<file path="config.mk">
export PLATFORM = sky130hd
export DESIGN_NAME = pneumatic_cylinder_supervisor_top
export DESIGN_NICKNAME = d
export VERILOG_FILES = /design/src/rtl/core/cps_pkg.sv /design/src/rtl/core/cps_timer.sv /design/src/rtl/core/cps_fsm.sv /design/src/rtl/core/pneumatic_cylinder_supervisor_top.sv
export SDC_FILE = /design/constraint.sdc
export NUM_CORES = 1
export LEC_CHECK = 0
export BUFFER_PORTS_ARGS = -buffer_cell sky130_fd_sc_hd__buf_2
export CELL_PAD_IN_SITES_DETAIL_PLACEMENT = 1
export CELL_PAD_IN_SITES_GLOBAL_PLACEMENT = 1
export CORE_MARGIN = 1
export CORE_UTILIZATION = 30
export CTS_CLUSTER_SIZE = 25
export DETAILED_ROUTE_END_ITERATION = 12
export PLACE_DENSITY = 0.53
export SLEW_MARGIN = 20
export SYNTH_ARGS = -nofsm -noshare
export SYNTH_HDL_FRONTEND = slang
export SYNTH_HIERARCHICAL = 1
export SYNTH_SLANG_ARGS = --single-unit
</file>
<file path="constraint.sdc">
create_clock -name clk -period 7.72 [get_ports clk]
set_input_delay 0.772 -clock clk [delete_from_list [all_inputs] [get_ports clk]]
set_output_delay 0.772 -clock clk [all_outputs]
set_load 0.05 [all_outputs]
</file>
<file path="src/rtl/core/cps_pkg.sv">
`default_nettype none
// ----------------------------------------------------------------------------
// cps_pkg
// shared types and constants of the pneumatic cylinder supervisor
// ----------------------------------------------------------------------------
package cps_pkg;

	localparam int unsigned TIMEOUT_W  = 8;
	localparam int unsigned PRESCALE_W = 16;
	localparam int unsigned CFG_DATA_W = 16;

	localparam logic [TIMEOUT_W-1:0]  TIMEOUT_RESET  = 8'd5;
	localparam logic [PRESCALE_W-1:0] PRESCALE_RESET = 16'd1000;

	// configuration register indexes
	localparam logic CFG_TIMEOUT  = 1'b0;
	localparam logic CFG_PRESCALE = 1'b1;

	typedef enum logic [2:0] {
		MODE_INIT       = 3'd0,
		MODE_RETRACTED  = 3'd1,
		MODE_EXTENDED   = 3'd2,
		MODE_EXTENDING  = 3'd3,
		MODE_RETRACTING = 3'd4
	} cps_mode_t;

	localparam logic [2:0] FAULT_NONE         = 3'd0;
	localparam logic [2:0] FAULT_RETRACT_LOST = 3'd1;
	localparam logic [2:0] FAULT_EXTEND_LOST  = 3'd2;
	localparam logic [2:0] FAULT_EXTEND_TIME  = 3'd3;
	localparam logic [2:0] FAULT_RETRACT_TIME = 3'd4;

	typedef struct packed {
		logic extend_cmd;
		logic sensor_extended;
		logic sensor_retracted;
	} cps_in_item_t;

	typedef struct packed {
		logic       valve_open;
		logic [2:0] position_state;
		logic [2:0] fault_code;
	} cps_out_item_t;

	// control from the state machine to the timer
	typedef struct packed {
		logic step;
		logic load;
	} cps_tmr_ctl_t;

endpackage
`default_nettype wire

</file>
<file path="src/rtl/core/cps_timer.sv">
`default_nettype none
// ----------------------------------------------------------------------------
// cps_timer
// tick prescaler and travel timeout down-counter
// ----------------------------------------------------------------------------
module cps_timer (
	input  wire logic                           clk,
	input  wire logic                           arst_n,
	input  wire cps_pkg::cps_tmr_ctl_t          ctl,
	input  wire logic [cps_pkg::TIMEOUT_W-1:0]  timeout_units,
	input  wire logic [cps_pkg::PRESCALE_W-1:0] prescale_reload,
	output logic                                timer_zero
);
	import cps_pkg::*;

	logic [PRESCALE_W-1:0] prescale_q;
	logic [TIMEOUT_W-1:0]  timer_q;

	assign timer_zero = (timer_q == '0);

	always_ff @(posedge clk or negedge arst_n) begin
		if (!arst_n) begin
			prescale_q <= '0;
			timer_q    <= '0;
		end else if (ctl.step) begin
			if (prescale_q != '0) begin
				prescale_q <= prescale_q - PRESCALE_W'(1);
			end else begin
				prescale_q <= prescale_reload;
			end
			// a fresh load wins over a unit expiring in the same tick
			if (ctl.load) begin
				timer_q <= timeout_units;
			end else if (prescale_q == '0 && timer_q != '0) begin
				timer_q <= timer_q - TIMEOUT_W'(1);
			end
		end
	end

endmodule
`default_nettype wire

</file>
<file path="src/rtl/core/cps_fsm.sv">
`default_nettype none
// ----------------------------------------------------------------------------
// cps_fsm
// cylinder position state machine with valve drive and fault latch
// ----------------------------------------------------------------------------
module cps_fsm (
	input  wire logic                   clk,
	input  wire logic                   arst_n,
	input  wire logic                   step,
	input  wire cps_pkg::cps_in_item_t  item,
	input  wire logic                   timer_zero,
	output cps_pkg::cps_tmr_ctl_t       tmr_ctl,
	output cps_pkg::cps_out_item_t      result
);
	import cps_pkg::*;

	cps_mode_t  mode_q, mode_d;
	logic       valve_q, valve_d;
	logic [2:0] fault_q, fault_d;
	logic       load;

	// next state
	always_comb begin
		mode_d = mode_q;
		unique case (mode_q)
			MODE_RETRACTED: begin
				if (item.extend_cmd) mode_d = MODE_EXTENDING;
			end
			MODE_EXTENDED: begin
				if (!item.extend_cmd) mode_d = MODE_RETRACTING;
			end
			MODE_EXTENDING: begin
				if (item.sensor_extended) mode_d = MODE_EXTENDED;
			end
			MODE_RETRACTING: begin
				if (item.sensor_retracted) mode_d = MODE_RETRACTED;
			end
			default: begin
				// both sensors on counts as retracted
				if (item.sensor_retracted) mode_d = MODE_RETRACTED;
				else if (item.sensor_extended) mode_d = MODE_EXTENDED;
				else mode_d = MODE_INIT;
			end
		endcase
	end

	// valve, fault and timer load
	always_comb begin
		valve_d = valve_q;
		fault_d = fault_q;
		load    = 1'b0;
		unique case (mode_q)
			MODE_RETRACTED: begin
				if (!item.sensor_retracted) fault_d = FAULT_RETRACT_LOST;
				if (item.extend_cmd) begin
					valve_d = 1'b1;
					load    = 1'b1;
				end
			end
			MODE_EXTENDED: begin
				if (!item.sensor_extended) fault_d = FAULT_EXTEND_LOST;
				if (!item.extend_cmd) begin
					valve_d = 1'b0;
					load    = 1'b1;
				end
			end
			MODE_EXTENDING: begin
				if (!item.sensor_extended && timer_zero) fault_d = FAULT_EXTEND_TIME;
			end
			MODE_RETRACTING: begin
				if (!item.sensor_retracted && timer_zero) fault_d = FAULT_RETRACT_TIME;
			end
			default: begin
				valve_d = valve_q;
			end
		endcase
	end

	assign tmr_ctl.step = step;
	assign tmr_ctl.load = step & load;

	assign result.valve_open     = valve_d;
	assign result.position_state = mode_d;
	assign result.fault_code     = fault_d;

	always_ff @(posedge clk or negedge arst_n) begin
		if (!arst_n) begin
			mode_q  <= MODE_INIT;
			valve_q <= 1'b0;
			fault_q <= FAULT_NONE;
		end else if (step) begin
			mode_q  <= mode_d;
			valve_q <= valve_d;
			fault_q <= fault_d;
		end
	end

	a_extending_valve_open: assert property (@(posedge clk) disable iff (!arst_n)
		mode_q == MODE_EXTENDING |-> valve_q)
		else $error("valve closed while extending");

	a_retracting_valve_closed: assert property (@(posedge clk) disable iff (!arst_n)
		mode_q == MODE_RETRACTING |-> !valve_q)
		else $error("valve open while retracting");

	a_fault_sticky: assert property (@(posedge clk) disable iff (!arst_n)
		fault_q != FAULT_NONE |=> fault_q != FAULT_NONE)
		else $error("fault latch cleared without reset");

	a_move_loads_timer: assert property (@(posedge clk) disable iff (!arst_n)
		step && (mode_d == MODE_EXTENDING || mode_d == MODE_RETRACTING) && mode_d != mode_q
		|-> tmr_ctl.load)
		else $error("move started without timer load");

endmodule
`default_nettype wire

</file>
<file path="src/rtl/core/pneumatic_cylinder_supervisor_top.sv">
`default_nettype none
// ----------------------------------------------------------------------------
// pneumatic_cylinder_supervisor_top
// supervises one double-acting pneumatic cylinder, one item per tick
// ----------------------------------------------------------------------------
// an accepted item passes the input register and then the result register
// throughput: one item per cycle while out_stall is low, set by the input
//   register feeding the result register through the state machine and timer
//   logic; a result held by out_stall stops the state machine, and the input
//   register takes one more item if it is empty and then raises in_stall
// reset: asynchronous active low; cylinder in init, valve closed, no fault,
//   timeout 5 units, prescale reload 1000
// ----------------------------------------------------------------------------
module pneumatic_cylinder_supervisor_top (
	input  wire logic                           clk,
	input  wire logic                           arst_n,
	// item input channel
	input  wire logic                           in_valid,
	output logic                                in_stall,
	input  wire cps_pkg::cps_in_item_t          in_data,
	// result channel
	output logic                                out_valid,
	input  wire logic                           out_stall,
	output cps_pkg::cps_out_item_t              out_data,
	// configuration write port
	input  wire logic                           cfg_we,
	input  wire logic                           cfg_index,
	input  wire logic [cps_pkg::CFG_DATA_W-1:0] cfg_data
);
	import cps_pkg::*;

	// configuration registers
	logic [TIMEOUT_W-1:0]  timeout_q;
	logic [PRESCALE_W-1:0] prescale_q;

	// input stage
	logic         valid_s1;
	cps_in_item_t item_s1;

	// result register
	logic          out_valid_q;
	cps_out_item_t out_item_q;

	logic          advance;
	logic          in_take;
	logic          timer_zero;
	cps_tmr_ctl_t  tmr_ctl;
	cps_out_item_t result;

	// the held item moves on whenever the result register is free or emptying
	assign advance  = valid_s1 & (~out_valid_q | ~out_stall);
	assign in_stall = valid_s1 & ~advance;
	assign in_take  = in_valid & ~in_stall;

	assign out_valid = out_valid_q;
	assign out_data  = out_item_q;

	always_ff @(posedge clk or negedge arst_n) begin
		if (!arst_n) begin
			timeout_q  <= TIMEOUT_RESET;
			prescale_q <= PRESCALE_RESET;
		end else if (cfg_we) begin
			unique case (cfg_index)
				CFG_TIMEOUT:  timeout_q  <= cfg_data[TIMEOUT_W-1:0];
				CFG_PRESCALE: prescale_q <= cfg_data[PRESCALE_W-1:0];
				default:      timeout_q  <= timeout_q;
			endcase
		end
	end

	always_ff @(posedge clk or negedge arst_n) begin
		if (!arst_n) begin
			valid_s1 <= 1'b0;
		end else begin
			valid_s1 <= in_take | (valid_s1 & ~advance);
		end
	end

	always_ff @(posedge clk) begin
		if (in_take) item_s1 <= in_data;
	end

	always_ff @(posedge clk or negedge arst_n) begin
		if (!arst_n) begin
			out_valid_q <= 1'b0;
		end else if (advance) begin
			out_valid_q <= 1'b1;
		end else if (!out_stall) begin
			out_valid_q <= 1'b0;
		end
	end

	always_ff @(posedge clk) begin
		if (advance) out_item_q <= result;
	end

	// state machine steps once per item as it leaves the input stage
	cps_fsm u_fsm (
		.clk        (clk),
		.arst_n     (arst_n),
		.step       (advance),
		.item       (item_s1),
		.timer_zero (timer_zero),
		.tmr_ctl    (tmr_ctl),
		.result     (result)
	);

	// prescaler and travel timeout, using the value held at the start of the tick
	cps_timer u_timer (
		.clk             (clk),
		.arst_n          (arst_n),
		.ctl             (tmr_ctl),
		.timeout_units   (timeout_q),
		.prescale_reload (prescale_q),
		.timer_zero      (timer_zero)
	);

endmodule
`default_nettype wire
</file>
==> impl_metrics.csv, run 1 <==
group,metric,value,unit
setup_path,cp-start-kind,"input port",
floorplan,core,0.01161,sq mm
route,routed_wirelength,8877,um
power,clockPowerShare,29.5,%
layout,final_common_cell,"dfrtp_1",
hold_path,hold_start,"valid_s1",
layout,final_cell_mix,"dfrtp_1 (49), buf_2 (33), inv_1 (25)",
setup_path,r2r-start,"out_valid",
layout,n_antenna_cell,0,
global_routing,antenna_found_initial,0,
clock_tree,clk_latency,0.33,ns
layout,multiInputGateArea,0.001668,sq mm
timing,setup_violations,0,
route,viasPerCell,5.362,
global_routing,grt_max_degree,58,
global_routing,overflow,0,
layout,nets,389,
setup_path,cp.required,7.93,ns
global_routing,grt_pass1_wl,15300,um
timing,drv_slew,0,
status,failed_checks,"design-rule violations",
power,internal_power,0.0008247,W
route,wl_per_cell,17.47,um
layout,register_area,0.001737,sq mm
synth,yosys.area_share.adder,1.376,%
placement,hpwlAfterDp,5960,um
power,switching_share,34.71,%
power,peakVddDrop,0.09926,mV
synth,synth_edf_count,10,
timing,hold_viol,0,
power,p_per_area,304.3,mW/mm^2
timing,tightestPinTransition,0.8379,ns
layout,syn_to_final_growth,14.10,%
route,via_count,2724,
timing,post-route-min-period,2.848,ns
synth,ys_types,67,
floorplan,io_pins,34,
clock_tree,clockBufferDepth,2,
timing,period_share,36.89,%
timing,fin_tns_setup,0,ns
synth,synth_top_family_by_area,"compound AO/OA/AOI/OAI gates",
floorplan,fp.dieH,112.1,um
route,dr_wl_met3,208,um
route,drc_errors,1,
placement,io_buffer_count,33,
synth,synth_nets,364,
status,outcome,"finished, violations left",
power,leakagePower,1.742,nW
route,wl_met2,4319,um
synth,synth.ff_latch_count,67,
setup_path,crit_fanout,54,
route,top_layer_used,"met4",
floorplan,rows,39,
route,drtIter0Drc,58,
timing,rsz0062_at_grt,"false",
synth,postSynthCellCount,335,
timing,clock-skew-final,0.008758,ns
route,first_pass_iters,8,
timing,max_slew_margin,44.14,%
synth,synth_compound_area_share,17.51,%
setup_path,critPathKind,"input port to flop",
placement,gp_congestion,0.7923,
global_routing,grt_usage,15.44,%
synth,synth_warnings,6,
layout,drive_above_1_share,26.85,%
synth,yosys.area.top_type,"dfrtp_1",
route,met1_length,4219,um
floorplan,dieWidth,112.1,um
synth,synth.area.top_cells,"dfrtp_1 (34%), edfxtp_1 (8.3%), mux2_4 (7.4%), dfstp_2 (5.8%), mux2_2 (3.4%)",
clock_tree,postCtsSetupRepairBufs,0,
flow_run,cap_viol_max_count,0,
synth,synth_xor_area_share,0.2408,%
clock_tree,cts_buffers,9,
power,finalPower,0.001263,W
layout,num-fill-cells,1283,
synth,synth_area_per_cell,10.86,sq um
clock_tree,cts_tree,"done",
floorplan,start_util,31.32,%
global_routing,grt_pass1_vias,2886,
setup_path,crit_start,"out_stall",
synth,ys_async_sr_fraction,85.07,%
synth,syn_area,0.003637,sq mm
power,p_switching,0.0004384,W
synth,synth_flop_cell,"dfrtp_1",
floorplan,die_area,0.01257,sq mm
clock_tree,clock_sinks,67,
synth,synth_mux_area_share,11.39,%
setup_path,end_kind,"flop",
synth,yosysSeqAreaShare,47.75,%
synth,synth_top_area_share,33.71,%
clock_tree,htreeDepth,3,
clock_tree,cts_resized,0,
timing,fmax,351.1,MHz
clock_tree,clock_tree.root_cell,"clkbuf_16",
power,sequentialPowerShare,43.8,%
power,power_frac_comb,26.8,%
clock_tree,cts_hold_buf,0,
route,postRouteAntennaNets,0,
synth,yosys.area_share.simple,15.03,%
setup_path,cp.arrival,3.05,ns
clock_tree,path_clk_slew,0.05,ns
hold_path,worst_hold_path_type,"flop to flop",
## power groups by stage
stage / registers (W) / clock network [W] / logic, W
floorplan: 0.000558 / 0 / 0.000253
global placement: 0.000557 / 0 / 0.000335
detailed placement: 0.000558 / 0 / 0.000341
CTS: 0.000553 / 0.000386 / 0.000343
global route: 0.000568 / 0.000400 / 0.000378
finish: 0.000553 / 0.000372 / 0.000338
## sequential cells by signal, indices dropped and copies added, names as in the netlist
register and cells:
u_timer/prescale_q 16, u_fsm/valve_q 1, u_timer/timer_q 8, out_data 7, valid_s1 1, out_valid 1
timeout_q 8, item_s1 3, u_fsm/mode_q 3, u_fsm/fault_q 3, prescale_q 16
## path summary, 6_finish.rpt
path	slack, ns	cells after the start	end
hold reg to reg	0.48	1	out_valid
max in group asynchronous	6.62	2	prescale_q[4]
setup reg to reg	5.02	7	u_timer/timer_q[6]
hold / removal	0.48	1	out_valid
min in group asynchronous	0.58	2	u_fsm/mode_q[2]
setup / recovery	4.87	8	u_timer/timer_q[6]
## area by class of cell
| cell class | instances | area share, % |
|---|---|---|
| inverter | 27 | 2.743 |
| tap | 143 | 4.311 |
| clock inverter | 3 | 0.3618 |
| sequential | 67 | 41.85 |
| timing repair buffer | 36 | 4.522 |
| clock buffer | 13 | 6.030 |
| multi-input combinational | 219 | 40.19 |
## per-stage QoR
stage | cells | hold slack (ns) | utilization [%] | instance area, sq um | setup slack [ns]
4_1_cts | 508 | 0.4867 | 35.74 | 4150 | 4.866
5_1_grt | 508 | 0.5134 | 35.74 | 4150 | 4.584
2_1_floorplan | 335 | 0.4434 | - | 3637 | 4.565
3_5_place_dp | 492 | 0.4752 | 33.45 | 3885 | 4.506
6_report | 508 | 0.4810 | 35.74 | 4150 | 4.872
3_3_place_gp | 492 | 0.4748 | 33.45 | 3885 | 4.563
## cell families (layout without fill, tap and decap cells)
group           Yosys count  after routing
compound gates           88             88
xor+xnor                  1              1
fa+ha+maj                 4              4
buf+inv                  49             79
flops                    67             67
mux                      31             31
simple gates             95             95
## critical path: stages
cell and delay (ns):
buf_2 0.12, a21boi_4 0.13, buf_4 0.49, inv_1 0.15, nor3_1 0.59, and2_1 0.44
mux2i_1 0.23, mux2i_1 0.09
## synthesized netlist by cell type (all sizes together) (4+ instances only)
| cell | count |
|---|---|
| buf | 13 |
| o21ai | 20 |
| nand4 | 4 |
| o311ai | 4 |
| inv | 26 |
| a22oi | 13 |
| a21oi | 9 |
| dfrtp | 49 |
| nor4 | 9 |
| edfxtp | 10 |
| clkbuf | 9 |
| ha | 4 |
| or4 | 5 |
| or3 | 4 |
| dfstp | 8 |
| nor3 | 10 |
| nand2b | 10 |
| mux2 | 29 |
| nor2 | 18 |
| o2bb2ai | 9 |
| a2bb2oi | 4 |
| nand2 | 15 |
## routing by layer
metal / vias to the layer above / GRT usage [%]
li1: 1302 / -
met1: 1386 / 20.44
met2: 29 / 24.80
met3: 7 / 2.808
met4: 0 / 6.667
met5: - / 0
Power figures use the tool's default switching activity.
==> run 2, diff against run 1 <==
--- a/config.mk
+++ b/config.mk
@@ -12,7 +12,7 @@
 export CORE_UTILIZATION = 30
 export CTS_CLUSTER_SIZE = 25
 export DETAILED_ROUTE_END_ITERATION = 12
-export PLACE_DENSITY = 0.53
+export PLACE_DENSITY = 0.55
 export SLEW_MARGIN = 20
 export SYNTH_ARGS = -nofsm -noshare
 export SYNTH_HDL_FRONTEND = slang
==> constraint.sdc (replaced) <==
create_clock -name clk -period 2.3 [get_ports clk]
set_input_delay 0.23 -clock clk [delete_from_list [all_inputs] [get_ports clk]]
set_output_delay 0.23 -clock clk [all_outputs]
set_load 0.05 [all_outputs]
==> run 2 against run 1 <==
- the run still ends with design-rule violations left
- highest routed layer unchanged
- largest cell class unchanged
- critical path type is now flop to flop
- worst setup slack got worse by 4.8 ns
- register-to-register slack got worse by 4.9 ns
- clock power increased to 3.7 times the previous value
- critical endpoint is now out_data[0]
- wire length increased by 6.7%
==> impl_metrics.csv, run 2 (synthesis results as in run 1) <==
group,metric,value,unit
status,outcome,"finished, violations left",
status,failed_checks,"design-rule violations",
timing,hold_viol,0,
floorplan,fp.dieH,112.1,um
route,wl_met2,4774,um
power,leakagePower,1.845,nW
route,first_pass_iters,8,
setup_path,slowest_stage,"or4_1",
hold_path,worst_hold_path_type,"input port to flop",
setup_path,rr_endpoint,"out_data[0]",
global_routing,grt_pass1_vias,3106,
layout,final_area,0.004353,sq mm
floorplan,io_pins,34,
setup_path,end_kind,"flop",
floorplan,rows,39,
route,routed_wirelength,9474,um
setup_path,r2r-start,"u_timer/timer_q[4]",
floorplan,start_util,31.32,%
clock_tree,path_clk_slew,0.05,ns
power,p_per_area,1040,mW/mm^2
power,finalPower,0.004525,W
layout,final_cell_mix,"dfrtp_1 (48), buf_2 (33), inv_1 (25)",
layout,top_regs,"prescale_q x16, u_timer/prescale_q x16",
clock_tree,clk_latency,0.34,ns
setup_path,critPathKind,"flop to flop",
layout,drive_above_1_share,31.23,%
floorplan,core,0.01161,sq mm
clock_tree,postCtsSetupRepairBufs,0,
timing,rsz0062_at_grt,"false",
global_routing,grt_pass1_wl,15950,um
floorplan,die_area,0.01257,sq mm
setup_path,worstPathCellList,"or4_1, or3_4, clkinv_8, and2b_4, nand4b_1, o211ai_1, o21bai_1",
layout,num-fill-cells,1299,
clock_tree,clockBufferDepth,2,
route,viasPerCell,5.347,
setup_path,r2r_slack,0.12,ns
global_routing,grt_usage,16.40,%
layout,n_antenna_cell,0,
power,peakVddDrop,0.4016,mV
route,met1_length,4325,um
timing,max_slew_margin,60.37,%
layout,register_area,0.001738,sq mm
route,dr_wl_met3,269,um
timing,period_share,94.96,%
layout,syn_to_final_growth,19.68,%
setup_path,cp_top_family,"simple AND/OR/NAND/NOR gates",
placement,placed_cell_area,0.004024,sq mm
placement,hpwlAfterDp,6650,um
setup_path,crit_fanout,4,
clock_tree,clock_sinks,67,
route,via_count,2802,
global_routing,grt_max_degree,45,
timing,clock-skew-final,0.004807,ns
layout,multiInputGateArea,0.001695,sq mm
timing,fmax,457.9,MHz
clock_tree,cts_tree,"done",
route,top_layer_used,"met4",
layout,nets,406,
setup_path,reg2reg_depth,7,
timing,drv_slew,0,
setup_path,cp-start-kind,"flop",
timing,tightestPinTransition,0.5891,ns
setup_path,cp.required,2.38,ns
timing,setup_violations,0,
clock_tree,clock_tree.root_cell,"clkbuf_16",
setup_path,cp.arrival,2.27,ns
setup_path,path_buf_inv,1,
global_routing,antenna_found_initial,0,
route,wl_per_cell,18.08,um
clock_tree,htreeDepth,3,
timing,setup_slack,0.1159,ns
flow_run,cap_viol_max_count,0,
route,postRouteAntennaNets,0,
setup_path,crit_start,"u_timer/timer_q[4]",
placement,gp_congestion,0.7828,
timing,post-route-min-period,2.184,ns
route,drtIter0Drc,74,
setup_path,crit_end,"out_data[0]",
placement,pre_cts_slack,-0.02614,ns
route,drc_errors,2,
layout,final_util,37.48,%
floorplan,dieWidth,112.1,um
placement,io_buffer_count,33,
setup_path,worst-path-stages,7,
clock_tree,cts_buffers,9,
setup_path,critPathMaxStageDelay,0.56,ns
global_routing,overflow,0,
timing,hold-worst-slack,0.06952,ns
layout,final_common_cell,"dfrtp_1",
==> run 2: changes by cell type in the layout (fill, tap and decap cells not counted), moves of 2 or more <==
cell,change
nor3_1,-2
clkinv_2,-2
nor3_2,+2
buf_4,+15
==> run 2: metal layers <==
layer  global-route usage, %  vias to the layer above
li1                        -                     1330
met1                   19.69                     1427
met2                   28.65                       35
met3                   4.050                       10
met4                   5.600                        0
met5                       0                        -
==> run 2: metrics by stage <==
step,std cells,TNS (ns)
after global placement,508,0
final,524,0
after detailed placement,508,-0.02614
after floorplan,335,0
after CTS,524,0
after global routing,524,0
==> run 2: timing repair <==
action                                  4_1_cts  5_1_grt
hold endpoints to repair                     18        0
gates resized for setup                       1        3
hold buffers                                  1        0
endpoints found under the setup margin        1        5
pin swaps                                     0        1
==> run 2: layout make-up <==
class | instances | area share [%]
clock buffers | 13 | 6.007
clock inverters | 2 | 0.8048
inverters | 27 | 2.616
multi-input cells | 219 | 38.95
flip-flops and latches | 67 | 39.93
well taps | 143 | 4.110
repair buffers | 53 | 7.588
==> run 2: worst min-delay path by stage <==
stage	start	end	slack, ns	cells past startpoint
after CTS	in_data[2]	item_s1[2]	0.06	1
after floorplan	arst_n	out_valid	-0.07	0
final	in_data[2]	item_s1[2]	0.07	1
after detailed placement	arst_n	u_fsm/fault_q[0]	0.27	1
after global routing	in_data[2]	item_s1[2]	0.06	1
after global placement	arst_n	u_fsm/fault_q[0]	0.26	1
==> run 2: report_power, final <==
group	switching, W	leakage [nW]	internal, W
logic	0.000793	0.976	0.000581
clock network	0.000495	0.145	0.000898
registers	0.000240	0.724	0.00152
total	0.00153	1.84	0.00300
